--- config.mk ---
export PLATFORM = sky130hd
export DESIGN_NAME = hfl_lse
export DESIGN_NICKNAME = d
export VERILOG_FILES = /design/src/hw/rtl/hfl_pkg.sv /design/src/hw/rtl/hfl_lse.sv
export SDC_FILE = /design/constraint.sdc
export NUM_CORES = 1
export LEC_CHECK = 0
export CAP_MARGIN = 20
export CORE_UTILIZATION = 45
export CTS_CLUSTER_SIZE = 28
export DETAILED_ROUTE_END_ITERATION = 7
export DONT_BUFFER_PORTS = 1
export PLACE_DENSITY = 0.6
export SETUP_SLACK_MARGIN = 0.2
export SKIP_CTS_REPAIR_TIMING = 1
export SYNTH_ARGS = -nofsm -noshare
export SYNTH_HDL_FRONTEND = slang
export SYNTH_SLANG_ARGS = --single-unit
--- constraint.sdc ---
create_clock -name i_clk -period 13.27 [get_ports i_clk]
set_input_delay 1.9905 -clock i_clk [delete_from_list [all_inputs] [get_ports i_clk]]
set_output_delay 1.9905 -clock i_clk [all_outputs]
set_load 0.01 [all_outputs]
--- src/hw/rtl/hfl_pkg.sv ---
// shared types, constants and log-domain arithmetic for the hmm forward block
`timescale 1ns / 1ps
package hfl_pkg;

    localparam int MAX_STATES = 16;
    localparam int IDX_W      = $clog2(MAX_STATES);
    localparam int CNT_W      = $clog2(MAX_STATES + 1);
    localparam int TR_DEPTH   = MAX_STATES * MAX_STATES;
    localparam int VAL_W      = 32;
    localparam int LN_SHIFT   = 15;
    localparam int LN_ENTRIES = 24;

    localparam logic signed [VAL_W-1:0] NEG_INF = {1'b1, {(VAL_W-1){1'b0}}};
    localparam logic signed [VAL_W-1:0] POS_MAX = {1'b0, {(VAL_W-1){1'b1}}};

    typedef logic signed [VAL_W-1:0] t_val;

    typedef enum logic [1:0] {
        MODE_TRANS = 2'd0,
        MODE_INIT  = 2'd1,
        MODE_EMIT  = 2'd2,
        MODE_NONE  = 2'd3
    } t_mode;

    localparam logic KIND_ALPHA = 1'b0;
    localparam logic KIND_LIK   = 1'b1;

    // ln(1+e^-x) at bin midpoints, bins 0.5 wide
    function automatic t_val ln_corr(input logic [4:0] idx);
        t_val c;
        case (idx)
            5'd0:  c = 32'sd37745;
            5'd1:  c = 32'sd25354;
            5'd2:  c = 32'sd16511;
            5'd3:  c = 32'sd10501;
            5'd4:  c = 32'sd6567;
            5'd5:  c = 32'sd4061;
            5'd6:  c = 32'sd2493;
            5'd7:  c = 32'sd1523;
            5'd8:  c = 32'sd928;
            5'd9:  c = 32'sd565;
            5'd10: c = 32'sd343;
            5'd11: c = 32'sd208;
            5'd12: c = 32'sd126;
            5'd13: c = 32'sd77;
            5'd14: c = 32'sd47;
            5'd15: c = 32'sd28;
            5'd16: c = 32'sd17;
            5'd17: c = 32'sd10;
            5'd18: c = 32'sd6;
            5'd19: c = 32'sd4;
            5'd20: c = 32'sd2;
            5'd21: c = 32'sd1;
            5'd22: c = 32'sd1;
            5'd23: c = 32'sd1;
            default: c = '0;
        endcase
        return c;
    endfunction

    function automatic t_val sat32(input logic signed [VAL_W:0] v);
        t_val r;
        if (v > $signed({1'b0, POS_MAX}))
            r = POS_MAX;
        else if (v < $signed({1'b1, NEG_INF}))
            r = NEG_INF;
        else
            r = v[VAL_W-1:0];
        return r;
    endfunction

    // product of probabilities: sum of logs
    function automatic t_val log_mul(input t_val a, input t_val b);
        t_val r;
        if (a == NEG_INF || b == NEG_INF)
            r = NEG_INF;
        else
            r = sat32({a[VAL_W-1], a} + {b[VAL_W-1], b});
        return r;
    endfunction

    // sum of probabilities: max plus table correction
    function automatic t_val log_add(input t_val a, input t_val b);
        t_val                    hi;
        t_val                    lo;
        logic        [VAL_W:0]   d;
        t_val                    corr;
        t_val                    r;
        hi   = (a > b) ? a : b;
        lo   = (a > b) ? b : a;
        d    = {hi[VAL_W-1], hi} - {lo[VAL_W-1], lo};
        corr = '0;
        if (d < (VAL_W+1)'(LN_ENTRIES << LN_SHIFT))
            corr = ln_corr(d[LN_SHIFT+4:LN_SHIFT]);
        if (a == NEG_INF)
            r = b;
        else if (b == NEG_INF)
            r = a;
        else
            r = sat32({hi[VAL_W-1], hi} + {corr[VAL_W-1], corr});
        return r;
    endfunction

endpackage

--- src/hw/rtl/hfl_lse.sv ---
// shared log-add accumulator, one term a cycle while enabled
`timescale 1ns / 1ps
module hfl_lse
    import hfl_pkg::*;
(
    input  logic i_clk,
    input  logic i_clr,
    input  logic i_en,
    input  t_val i_term,
    output t_val o_acc
);

    t_val r_acc;
    t_val n_acc;

    always_comb begin
        n_acc = r_acc;
        if (i_clr)
            n_acc = NEG_INF;
        else if (i_en)
            n_acc = log_add(r_acc, i_term);
    end

    always_ff @(posedge i_clk) begin
        r_acc <= n_acc;
    end

    assign o_acc = r_acc;

endmodule

==> results of run 1 <==
## worst max-delay path: cells and delay by family
family / cells / cell delay (ns)
AO/OA/AOI/OAI: 16 / 3.58
XOR/XNOR: 1 / 0.66
adder cells (fa/ha/maj): 3 / 1.33
buffers and inverters: 3 / 0.57
multiplexers: 1 / 0.12
AND/OR/NAND/NOR: 11 / 3.36
## final cells by class
| type | instances | area [um^2] |
|---|---|---|
| Clock buffer | 5 | 125.1 |
| Clock inverter | 2 | 12.51 |
| Fill cell | 1507 | 7322 |
| Inverter | 50 | 187.7 |
| Multi-Input combinational cell | 831 | 5508 |
| Sequential cell | 32 | 640.6 |
| Tap cell | 180 | 225.2 |
| Timing Repair Buffer | 10 | 75.07 |
## layout by cell type, fill, tap and decap left out, types with 6 or more instances in the layout
cell type / n
nand2b_1: 7
or2_2: 6
and4_1: 8
and2_1: 13
nor3_1: 25
a31oi_1: 13
mux2i_1: 11
nor2b_1: 12
nor4_1: 21
ha_1: 59
a21oi_1: 91
dfxtp_1: 32
a211oi_1: 8
and3_1: 15
buf_4: 10
o211ai_1: 29
nand3_1: 40
xnor2_1: 27
nor2_1: 51
a21o_1: 18
xor2_1: 11
a21boi_0: 6
o22ai_1: 13
nand2_1: 131
o21ai_0: 62
o221ai_1: 12
or4_1: 8
o31ai_1: 12
inv_1: 50
nand4_1: 14
## power by group through the flow
| stage | Combinational (mW) | Clock, mW | Sequential (mW) |
|---|---|---|---|
| after floorplan | 0.433 | 0 | 0.133 |
| after global placement | 0.560 | 0 | 0.148 |
| after detailed placement | 0.554 | 0 | 0.148 |
| after CTS | 0.558 | 0.113 | 0.145 |
| after global routing | 0.626 | 0.116 | 0.149 |
| final | 0.573 | 0.110 | 0.147 |
## stage by stage
stage | std cells | setup WS (ns)
after CTS | 1109 | 1.865
final | 1110 | 1.758
after detailed placement | 1102 | 1.585
after floorplan | 970 | 3.496
after global placement | 1102 | 1.681
after global routing | 1110 | 0.9135
## layer usage
layer | wire length [um] | vias up
met1 | 11270 | 3434
met3 | 2661 | 28
li1 | - | 3564
met2 | 9634 | 389
met5 | 0 | -
met4 | 388 | 0
## kinds of logic (layout without fill, tap and decap cells)
| logic type | Yosys count | after routing |
|---|---|---|
| multiplexers | 15 | 15 |
| adder cells (fa/ha/maj) | 60 | 60 |
| XOR/XNOR | 38 | 38 |
| buffers and inverters | 107 | 67 |
| AO/OA/AOI/OAI | 337 | 337 |
| AND/OR/NAND/NOR | 381 | 381 |
| flip-flops | 32 | 32 |
## worst paths after layout
check	cells past startpoint	endpoint	startpoint
setup / recovery	35	o_acc[8]$_SDFFE_PP0P_	i_term[27]
setup reg to reg	34	o_acc[8]$_SDFFE_PP0P_	o_acc[27]$_SDFFE_PP0P_
hold reg to reg	2	o_acc[0]$_SDFFE_PP0P_	o_acc[0]$_SDFFE_PP0P_
hold / removal	2	o_acc[0]$_SDFFE_PP0P_	o_acc[0]$_SDFFE_PP0P_
==> summary.txt, run 1 <==
STA
  – Fin. Hold Viols: 0
  – TNS Setup: 0 ns
  – Clk_skew: 0.003703 ns
  – Final setup fails: 0
  – Tightest Pin Transition: 1.016 ns
  – Min Tclk post-route: 11.51 ns
  – RSZ-0062 raised after global routing: false
  – Final slew viol count: 0
  – Hold Slack: 0.5849 ns
  – Max Freq: 86.87 MHz
  – Crit share post-route: 86.75%
  – Max-slew headroom: 32.26%

Worst setup path
  – Crit path max fanout: 35
  – Crit end category: register
  – CP max-delay cell: xnor2_1
  – Reg-to-reg slack, setup: 2.94 ns
  – Worst setup SP type: primary input
  – CP arrival: 11.68 ns
  – Crit-path most repeated cell: a21oi_1
  – WP data required: 13.44 ns
  – Crit-path max cell delay: 0.66 ns
  – CP Class: in -> reg

Clocking
  – Sink Count: 32
  – CTS tree: built
  – Worst-Skew Late Latency: 0.28 ns
  – CTS root buffer: clkbuf_16
  – Clock-pin slew on the worst setup and hold paths: 0.05 ns
  – TritonCTS Buffers: 5
  – CTS H-tree lvls: 2
  – CTS max path bufs: 2

Global routing
  – GRT overflow: 0
  – GR Util met2: 44.14%
  – Met1 usage: 49.89%
  – First-pass GRT wire length: 36800 um
  – GRT busiest layer: met1
  – Met3 Resource Use GR: 5.397%
  – Largest net degree at the start of global routing: 37
  – Initial antenna violation count: 0
  – GRT Util Overall: 31.78%
  – Vias in the first global route: 6435

Pwr
  – NetSw: 448.8 uW
  – PD cells: 122.6 nW/um^2
  – Switching share of power: 54.03%
  – Comb power frac: 69.0%
  – Peak VDD IR: 0.00009364 V
  – Clk network pwr share: 13.3%
  – Leakage Power: 2.748 nW
  – Total power: 830.7 uW
  – Sequential power share: 17.7%
  – Int Pwr: 381.9 uW

Floorplanning
  – DIE AREA: 15110 um^2
  – Core Region: 14100 um^2
  – Rows: 43
  – # IOs: 67
  – Chip width: 122.9 um
  – Die Y: 122.9 um
  – Starting Density: 46.68%

Final layout
  – Area delta synth->final: 2.947%
  – Max reg flops: 32
  – Ratio of cells with drive above 1 in the final layout: 5.806%
  – Final core utilization: 48.06%
  – Design Area, Final: 6774 um^2
  – ANT cells: 0
  – Layout Nets: 1025

Routing
  – Routed wire length: 23950 um
  – Avg WL per Cell: 21.58 um
  – DRC: 0
  – DRT Pass-1 Iters: 5
  – Vias per cell: 6.680
  – Detail Route Antenna Nets: 0
  – DRT iter0 DRCs: 891
  – DR vias: 7415

Yosys
  – Fraction of synthesized area in multiplexers: 2.358%
  – Synthesized cell area: 6580 um^2
  – Area share of fa/ha/maj cells after synthesis: 11.52%
  – Post-synth EDFFs: 0
  – Most common cell in the synthesized netlist: nand2_1
  – Synth cell types: 88
  – Synth async-reset ratio: 0%
  – Ys Warns: 0
  – Largest family of logic cells by synthesized area: compound AO/OA/AOI/OAI gates
  – Avg Cell Area, Syn: 6.784 um^2
  – Post-synth top cells: nand2_1 (132), a21oi_1 (91), o21ai_0 (62)
  – Share of the synthesized area in the top cell type: 11.22%
  – Post-Synthesis Cells: 970
  – Synth Flop Type: dfxtp_1
  – Synth Area in XOR/XNOR: 5.058%
  – Seq cells post-synth: 32
  – Area contributors post-synth: ha_1 (11%), dfxtp_1 (9.7%), nand2_1 (7.5%)
  – Post-synthesis compound-gate area fraction: 34.74%
  – Post-synth top area cell: ha_1
  – Synthesized Nets: 1065
  – Simple-gate portion of the synthesized area: 29.78%
  – Register area share after synthesis: 9.736%

Place
  – Post-Place Cell Area: 6629 um^2
  – Hpwl dp: 18980 um
  – IO Port Bufs: 0
  – GP Congestion: 0.9837

Run status
  – Status: completed

Job
  – Max-cap viol count: 0

Hold path
  – Hold Crit Class: reg -> reg
Note: power is estimated with default switching activity, not from simulation.
==> run 2: changes to the inputs <==
--- a/config.mk
+++ b/config.mk
@@ -6,11 +6,11 @@
 export NUM_CORES = 1
 export LEC_CHECK = 0
 export CAP_MARGIN = 20
-export CORE_UTILIZATION = 45
+export CORE_UTILIZATION = 55
 export CTS_CLUSTER_SIZE = 28
 export DETAILED_ROUTE_END_ITERATION = 7
 export DONT_BUFFER_PORTS = 1
-export PLACE_DENSITY = 0.6
+export PLACE_DENSITY = 0.7
 export SETUP_SLACK_MARGIN = 0.2
 export SKIP_CTS_REPAIR_TIMING = 1
 export SYNTH_ARGS = -nofsm -noshare
==> run 2 against run 1 <==
  * Non-clock buffer count is 3 higher
  * Routed wire length is 3.2% higher
  * Register-to-register slack better by 0.02 ns
  * Sequential power about the same
  * Clock skew is 0.0010 ns lower
  * Global-route usage grew 6.9 points
  * Cell count is 3.0% lower
  * First-iteration DRC count grew 18%
  * The flow now finishes with violations (design-rule violations)
  * Largest cell class unchanged
==> summary.txt, run 2 (synthesis results as in run 1) <==
STA
  – Final setup fails: 0 (unchanged)
  – Min Tclk post-route: 11.53 ns (was 11.51 ns)
  – Final slew viol count: 0 (unchanged)
  – Tightest Pin Transition: 0.9977 ns (was 1.016 ns)
  – Max-slew headroom: 33.01% (was 32.26%)
  – Clk_skew: 0.002673 ns (was 0.003703 ns)
  – Fin. Hold Viols: 0 (unchanged)
  – Max Freq: 86.71 MHz (was 86.87 MHz)
  – TNS Setup: 0 ns (unchanged)
  – Crit share post-route: 86.91% (was 86.75%)
  – Post-route setup slack: 1.737 ns (was 1.758 ns)
  – RSZ-0062 raised after global routing: false (unchanged)

Place
  – IO Port Bufs: 0 (unchanged)
  – Pre-CTS setup slack: 1.849 ns (was 1.585 ns)
  – Hpwl dp: 18910 um (was 18980 um)
  – GP Congestion: 1.066 (was 0.9837)

Routing
  – Vias per cell: 7.129 (was 6.680)
  – Routed wire length: 24720 um (was 23950 um)
  – DRC: 4 (was 0)
  – DR vias: 7678 (was 7415)
  – Avg WL per Cell: 22.95 um (was 21.58 um)
  – DRT Pass-1 Iters: 8 (was 5)
  – Detail Route Antenna Nets: 0 (unchanged)
  – DRT iter0 DRCs: 1048 (was 891)

Final layout
  – Max reg flops: 32 (unchanged)
  – Area delta synth->final: 2.757% (was 2.947%)
  – Layout Nets: 1028 (was 1025)
  – ANT cells: 0 (unchanged)
  – Most common cell after layout, fill and taps aside: nand2_1 (unchanged)
  – Ratio of cells with drive above 1 in the final layout: 6.210% (was 5.806%)
  – Most frequent cells in the layout: nand2_1 (131), a21oi_1 (91), o21ai_0 (62) (unchanged)

Worst setup path
  – CP delay by family, top: compound AO/OA/AOI/OAI gates (unchanged)
  – Crit end category: register (unchanged)
  – Critical path depth: 34 (was 35)
  – Crit-path max cell delay: 0.77 ns (was 0.66 ns)
  – WP buf/inv: 2 (was 3)
  – Setup crit end: o_acc[19]$_SDFFE_PP0P_ (was o_acc[8]$_SDFFE_PP0P_)
  – CP Class: in -> reg (unchanged)
  – Crit path from: i_term[27] (unchanged)
  – Reg-to-reg slack, setup: 2.96 ns (was 2.94 ns)
  – FF-to-FF Start: o_acc[27]$_SDFFE_PP0P_ (unchanged)
  – Crit path max fanout: 24 (was 35)
  – Worst r2r dst: o_acc[19]$_SDFFE_PP0P_ (was o_acc[8]$_SDFFE_PP0P_)
  – Crit-path most repeated cell: a21oi_1 (unchanged)
  – Worst reg-to-reg path cell count: 33 (was 34)
  – CP max-delay cell: nand3_1 (was xnor2_1)
  – CP arrival: 11.75 ns (was 11.68 ns)
  – WP data required: 13.49 ns (was 13.44 ns)
  – Worst setup SP type: primary input (unchanged)

Floorplanning
  – Chip width: 111.4 um (was 122.9 um)
  – Rows: 39 (was 43)
  – DIE AREA: 12410 um^2 (was 15110 um^2)
  – Starting Density: 57.14% (was 46.68%)
  – Die Y: 111.4 um (was 122.9 um)
  – # IOs: 67 (unchanged)
  – Core Region: 11520 um^2 (was 14100 um^2)

Clocking
  – Worst-Skew Late Latency: 0.28 ns (about the same)
  – CTS H-tree lvls: 2 (unchanged)
  – CTS root buffer: clkbuf_16 (unchanged)
  – CTS max path bufs: 2 (unchanged)
  – CTS tree: built (unchanged)
  – TritonCTS Buffers: 5 (unchanged)
  – Clock-pin slew on the worst setup and hold paths: 0.05 ns (about the same)
  – Sink Count: 32 (unchanged)

Global routing
  – GRT overflow: 0 (unchanged)
  – First-pass GRT wire length: 38230 um (was 36800 um)
  – Vias in the first global route: 6863 (was 6435)
  – GRT Util Overall: 38.68% (was 31.78%)
  – Initial antenna violation count: 0 (unchanged)
  – Largest net degree at the start of global routing: 53 (was 37)

Pwr
  – Total power: 851.1 uW (was 830.7 uW)
  – Peak VDD IR: 0.0001089 V (was 0.00009364 V)
  – Leakage Power: 2.773 nW (was 2.748 nW)
  – PD cells: 125.9 nW/um^2 (was 122.6 nW/um^2)

Job
  – Max-cap viol count: 0 (unchanged)

Hold path
  – Hold Crit Class: reg -> reg (unchanged)
  – Hold wc startpoint: o_acc[26]$_SDFFE_PP0P_ (was o_acc[0]$_SDFFE_PP0P_)

Run status
  – Status: complete, but fails checks (was completed)
  – Failing checks: design-rule violations
==> run 2: changes by cell type in the layout (fill, tap and decap cells not counted), sizes merged <==
cell      change
buf           +3
clkbuf        +1
clkinvlp      -1
clkinv        +1
==> run 2: routing by layer <==
layer  vias to the layer above  share of wire, %  GRT usage (%)
met5                         -                 0              0
met4                         0               2.4          11.26
met3                        52                13          9.690
met2                       506                42          57.29
met1                      3551                43          55.05
li1                       3569                 -              -
==> run 2: where the power goes <==
part	internal (mW)	leakage (nW)	switching, mW	total [mW]
Sequential	0.108	0.262	0.0403	0.149
Combinational	0.211	2.43	0.372	0.583
Clock	0.0740	0.0766	0.0458	0.120
==> run 2: worst reg2reg max path: cells and delay by family (launching register included) <==
| family | cells | cell delay [ns] |
|---|---|---|
| buffers and inverters | 1 | 0.32 |
| flip-flops | 1 | 0.53 |
| XOR/XNOR | 1 | 0.33 |
| adder cells (fa/ha/maj) | 2 | 0.68 |
| AND/OR/NAND/NOR | 8 | 3.51 |
| AO/OA/AOI/OAI | 21 | 4.88 |
==> run 2: area by class of cell <==
cell class                      count  area [um^2]
Clock buffer                        6        138.9
Inverter                           50        187.7
Fill cell                        1118         4755
Sequential cell                    32        640.6
Clock inverter                      2        10.01
Timing Repair Buffer               13        97.59
Multi-Input combinational cell    831         5508
Tap cell                          143        178.9
==> run 2: per-stage QoR <==
step / cell area [um^2] / utilization, % / hold WS (ns) / cells
4_1_cts: 6754 / 58.65 / 0.5915 / 1076
2_1_floorplan: 6580 / - / 0.5169 / 970
6_report: 6761 / 58.71 / 0.5971 / 1077
3_5_place_dp: 6605 / 57.36 / 0.5796 / 1068
3_3_place_gp: 6605 / 57.36 / 0.5746 / 1068
5_1_grt: 6761 / 58.71 / 0.6159 / 1077
==> run 2: worst min path at each step <==
stage,to,cells past startpoint
2_1_floorplan,o_acc[0]$_SDFFE_PP0P_,2
4_1_cts,o_acc[0]$_SDFFE_PP0P_,2
6_report,o_acc[26]$_SDFFE_PP0P_,2
3_5_place_dp,o_acc[0]$_SDFFE_PP0P_,2
5_1_grt,o_acc[26]$_SDFFE_PP0P_,2
3_3_place_gp,o_acc[26]$_SDFFE_PP0P_,2
==> run 3: changes to the inputs <==
--- a/config.mk
+++ b/config.mk
@@ -6,6 +6,7 @@
 export NUM_CORES = 1
 export LEC_CHECK = 0
 export CAP_MARGIN = 20
+export CORE_MARGIN = 2
 export CORE_UTILIZATION = 55
 export CTS_CLUSTER_SIZE = 28
 export DETAILED_ROUTE_END_ITERATION = 7
==> run 3 against run 2 <==
  * The flow now finishes without violations
  * Via count down 2.2%
  * Hold slack worse by 0.024 ns
  * Count of clock-buffer cells in the layout is 1 higher
  * Design area increased by 0.17%
  * Non-clock buffer count shrank 3
  * Worst setup slack better by 0.24 ns
  * Critical path type unchanged
==> summary.txt, run 3 (synthesis results as in run 1) <==
Global routing
  – GRT overflow: 0 (unchanged)
  – Vias in the first global route: 6524 (was 6863)
  – GRT Util Overall: 35.82% (was 38.68%)
  – First-pass GRT wire length: 36990 um (was 38230 um)
  – Initial antenna violation count: 0 (unchanged)
  – Largest net degree at the start of global routing: 37 (was 53)

STA
  – Final setup fails: 0 (unchanged)
  – RSZ-0062 raised after global routing: false (unchanged)
  – Final slew viol count: 0 (unchanged)
  – Max-slew headroom: 34.31% (was 33.01%)
  – Crit share post-route: 85.12% (was 86.91%)
  – Fin. Hold Viols: 0 (unchanged)
  – Max Freq: 88.53 MHz (was 86.71 MHz)
  – Clk_skew: 0.005725 ns (was 0.002673 ns)
  – TNS Setup: 0 ns (unchanged)
  – Min Tclk post-route: 11.30 ns (was 11.53 ns)
  – Tightest Pin Transition: 0.9783 ns (was 0.9977 ns)

Worst setup path
  – CP max-delay cell: o31ai_1 (was nand3_1)
  – Crit path max fanout: 35 (was 24)
  – WP data required: 13.47 ns (was 13.49 ns)
  – CP Class: in -> reg (unchanged)
  – Worst r2r dst: o_acc[22]$_SDFFE_PP0P_ (was o_acc[19]$_SDFFE_PP0P_)
  – Crit-path max cell delay: 0.62 ns (was 0.77 ns)
  – Worst reg-to-reg path cell count: 34 (was 33)
  – CP arrival: 11.50 ns (was 11.75 ns)
  – Crit path from: i_term[27] (unchanged)
  – Worst setup SP type: primary input (unchanged)
  – FF-to-FF Start: o_acc[27]$_SDFFE_PP0P_ (unchanged)
  – Crit end category: register (unchanged)
  – Reg-to-reg slack, setup: 3.11 ns (was 2.96 ns)
  – Crit-path most repeated cell: a21oi_1 (unchanged)

Run status
  – Status: completed (was complete, but fails checks)

Floorplanning
  – Rows: 39 (unchanged)
  – Core Region: 11560 um^2 (was 11520 um^2)
  – Starting Density: 56.90% (was 57.14%)
  – # IOs: 67 (unchanged)
  – Die Y: 113.4 um (was 111.4 um)
  – Chip width: 113.4 um (was 111.4 um)
  – DIE AREA: 12860 um^2 (was 12410 um^2)

Final layout
  – Layout Nets: 1025 (was 1028)
  – Fillers: 1143 (was 1118)
  – Area delta synth->final: 2.928% (was 2.757%)
  – ANT cells: 0 (unchanged)
  – Max reg flops: 32 (unchanged)
  – Fin cells: 1074 (was 1077)
  – Most frequent cells in the layout: nand2_1 (131), a21oi_1 (91), o21ai_0 (62) (unchanged)
  – Ratio of cells with drive above 1 in the final layout: 5.908% (was 6.210%)
  – Most common cell after layout, fill and taps aside: nand2_1 (unchanged)

Routing
  – Detail Route Antenna Nets: 0 (unchanged)
  – DR vias: 7509 (was 7678)
  – DRT iter0 DRCs: 1024 (was 1048)
  – Avg WL per Cell: 21.86 um (was 22.95 um)
  – Routed wire length: 23480 um (was 24720 um)
  – DRT Pass-1 Iters: 6 (was 8)
  – DRC: 0 (was 4)
  – Vias per cell: 6.992 (was 7.129)

Clocking
  – CTS tree: built (unchanged)
  – TritonCTS Buffers: 5 (unchanged)
  – Worst-Skew Late Latency: 0.28 ns (about the same)
  – CTS root buffer: clkbuf_16 (unchanged)
  – Clock-pin slew on the worst setup and hold paths: 0.05 ns (about the same)
  – CTS max path bufs: 2 (unchanged)
  – CTS H-tree lvls: 2 (unchanged)
  – Sink Count: 32 (unchanged)

Pwr
  – Peak VDD IR: 0.0001210 V (was 0.0001089 V)
  – Leakage Power: 2.773 nW (about the same)
  – PD cells: 126.5 nW/um^2 (was 125.9 nW/um^2)

Place
  – GP Congestion: 1.019 (was 1.066)
  – Hpwl dp: 18380 um (was 18910 um)
  – IO Port Bufs: 0 (unchanged)
  – Placed insts: 1066 (was 1068)

Hold path
  – Hold wc startpoint: o_acc[0]$_SDFFE_PP0P_ (was o_acc[26]$_SDFFE_PP0P_)
  – Hold Crit Class: reg -> reg (unchanged)
  – Hold Path Depth: 2 (unchanged)
  – Worst Hold Path EP: o_acc[0]$_SDFFE_PP0P_ (was o_acc[26]$_SDFFE_PP0P_)

Job
  – Max-cap viol count: 0 (unchanged)
==> run 3: cell types whose count changed in the layout (fill, tap and decap cells not counted), sizes merged <==
| cell | before | now |
|---|---|---|
| clkbuf | 6 | 7 |
| bufinv | 0 | 1 |
| buf | 13 | 10 |
| clkinv | 2 | 0 |
==> run 3: worst max path at each step <==
stage | slack (ns) | endpoint | depth (start not counted)
6_report | 1.97 | o_acc[22]$_SDFFE_PP0P_ | 35
5_1_grt | 1.47 | o_acc[22]$_SDFFE_PP0P_ | 35
4_1_cts | 2.21 | o_acc[22]$_SDFFE_PP0P_ | 36
3_5_place_dp | 1.92 | o_acc[22]$_SDFFE_PP0P_ | 36
3_3_place_gp | 2.11 | o_acc[22]$_SDFFE_PP0P_ | 35
2_1_floorplan | 3.50 | o_acc[28]$_SDFFE_PP0P_ | 38
==> run 3: routing by layer <==
metal | up-vias | wire, um | track usage (%)
met3 | 29 | 2735 | 7.651
met4 | 0 | 314 | 7.073
met1 | 3507 | 10620 | 54.98
met2 | 416 | 9800 | 51.26
li1 | 3557 | - | -
met5 | - | 0 | 0
==> run 3: area by class of cell <==
| cell class | instances | area [um^2] | area share [%] |
|---|---|---|---|
| clock buffer | 7 | 152.6 | 2.254 |
| clock inverter | 1 | 30.03 | 0.4434 |
| inverter | 50 | 187.7 | 2.771 |
| multi-input combinational | 831 | 5508 | 81.32 |
| sequential | 32 | 640.6 | 9.459 |
| tap | 143 | 178.9 | 2.642 |
| timing repair buffer | 10 | 75.07 | 1.108 |
==> run 3: critical path, delay by kind of cell <==
kind,cells,cell delay [ns]
buffers and inverters,2,0.25
XOR/XNOR,1,0.34
AND/OR/NAND/NOR,10,3.15
adder cells (fa/ha/maj),3,0.85
AO/OA/AOI/OAI,19,4.86
==> run 3: power breakdown <==
group          total [mW]  switching, mW  internal, mW  leakage (nW)
clock network       0.138         0.0396        0.0986        0.0901
logic               0.571          0.366         0.205          2.42
registers           0.147         0.0390         0.108         0.262
total               0.857          0.444         0.412          2.77
==> run 3: stage by stage <==
stage	power (mW)	instance area (um^2)	util (%)	hold slack [ns]	setup slack [ns]
after floorplan	0.5652	6580	-	0.5169	3.496
after global placement	0.6983	6590	56.98	0.5632	2.107
after detailed placement	0.6981	6590	56.98	0.5619	1.924
after CTS	0.8395	6773	58.56	0.5696	2.210
after global routing	0.9186	6773	58.56	0.5871	1.474
final	0.8565	6773	58.56	0.5734	1.975
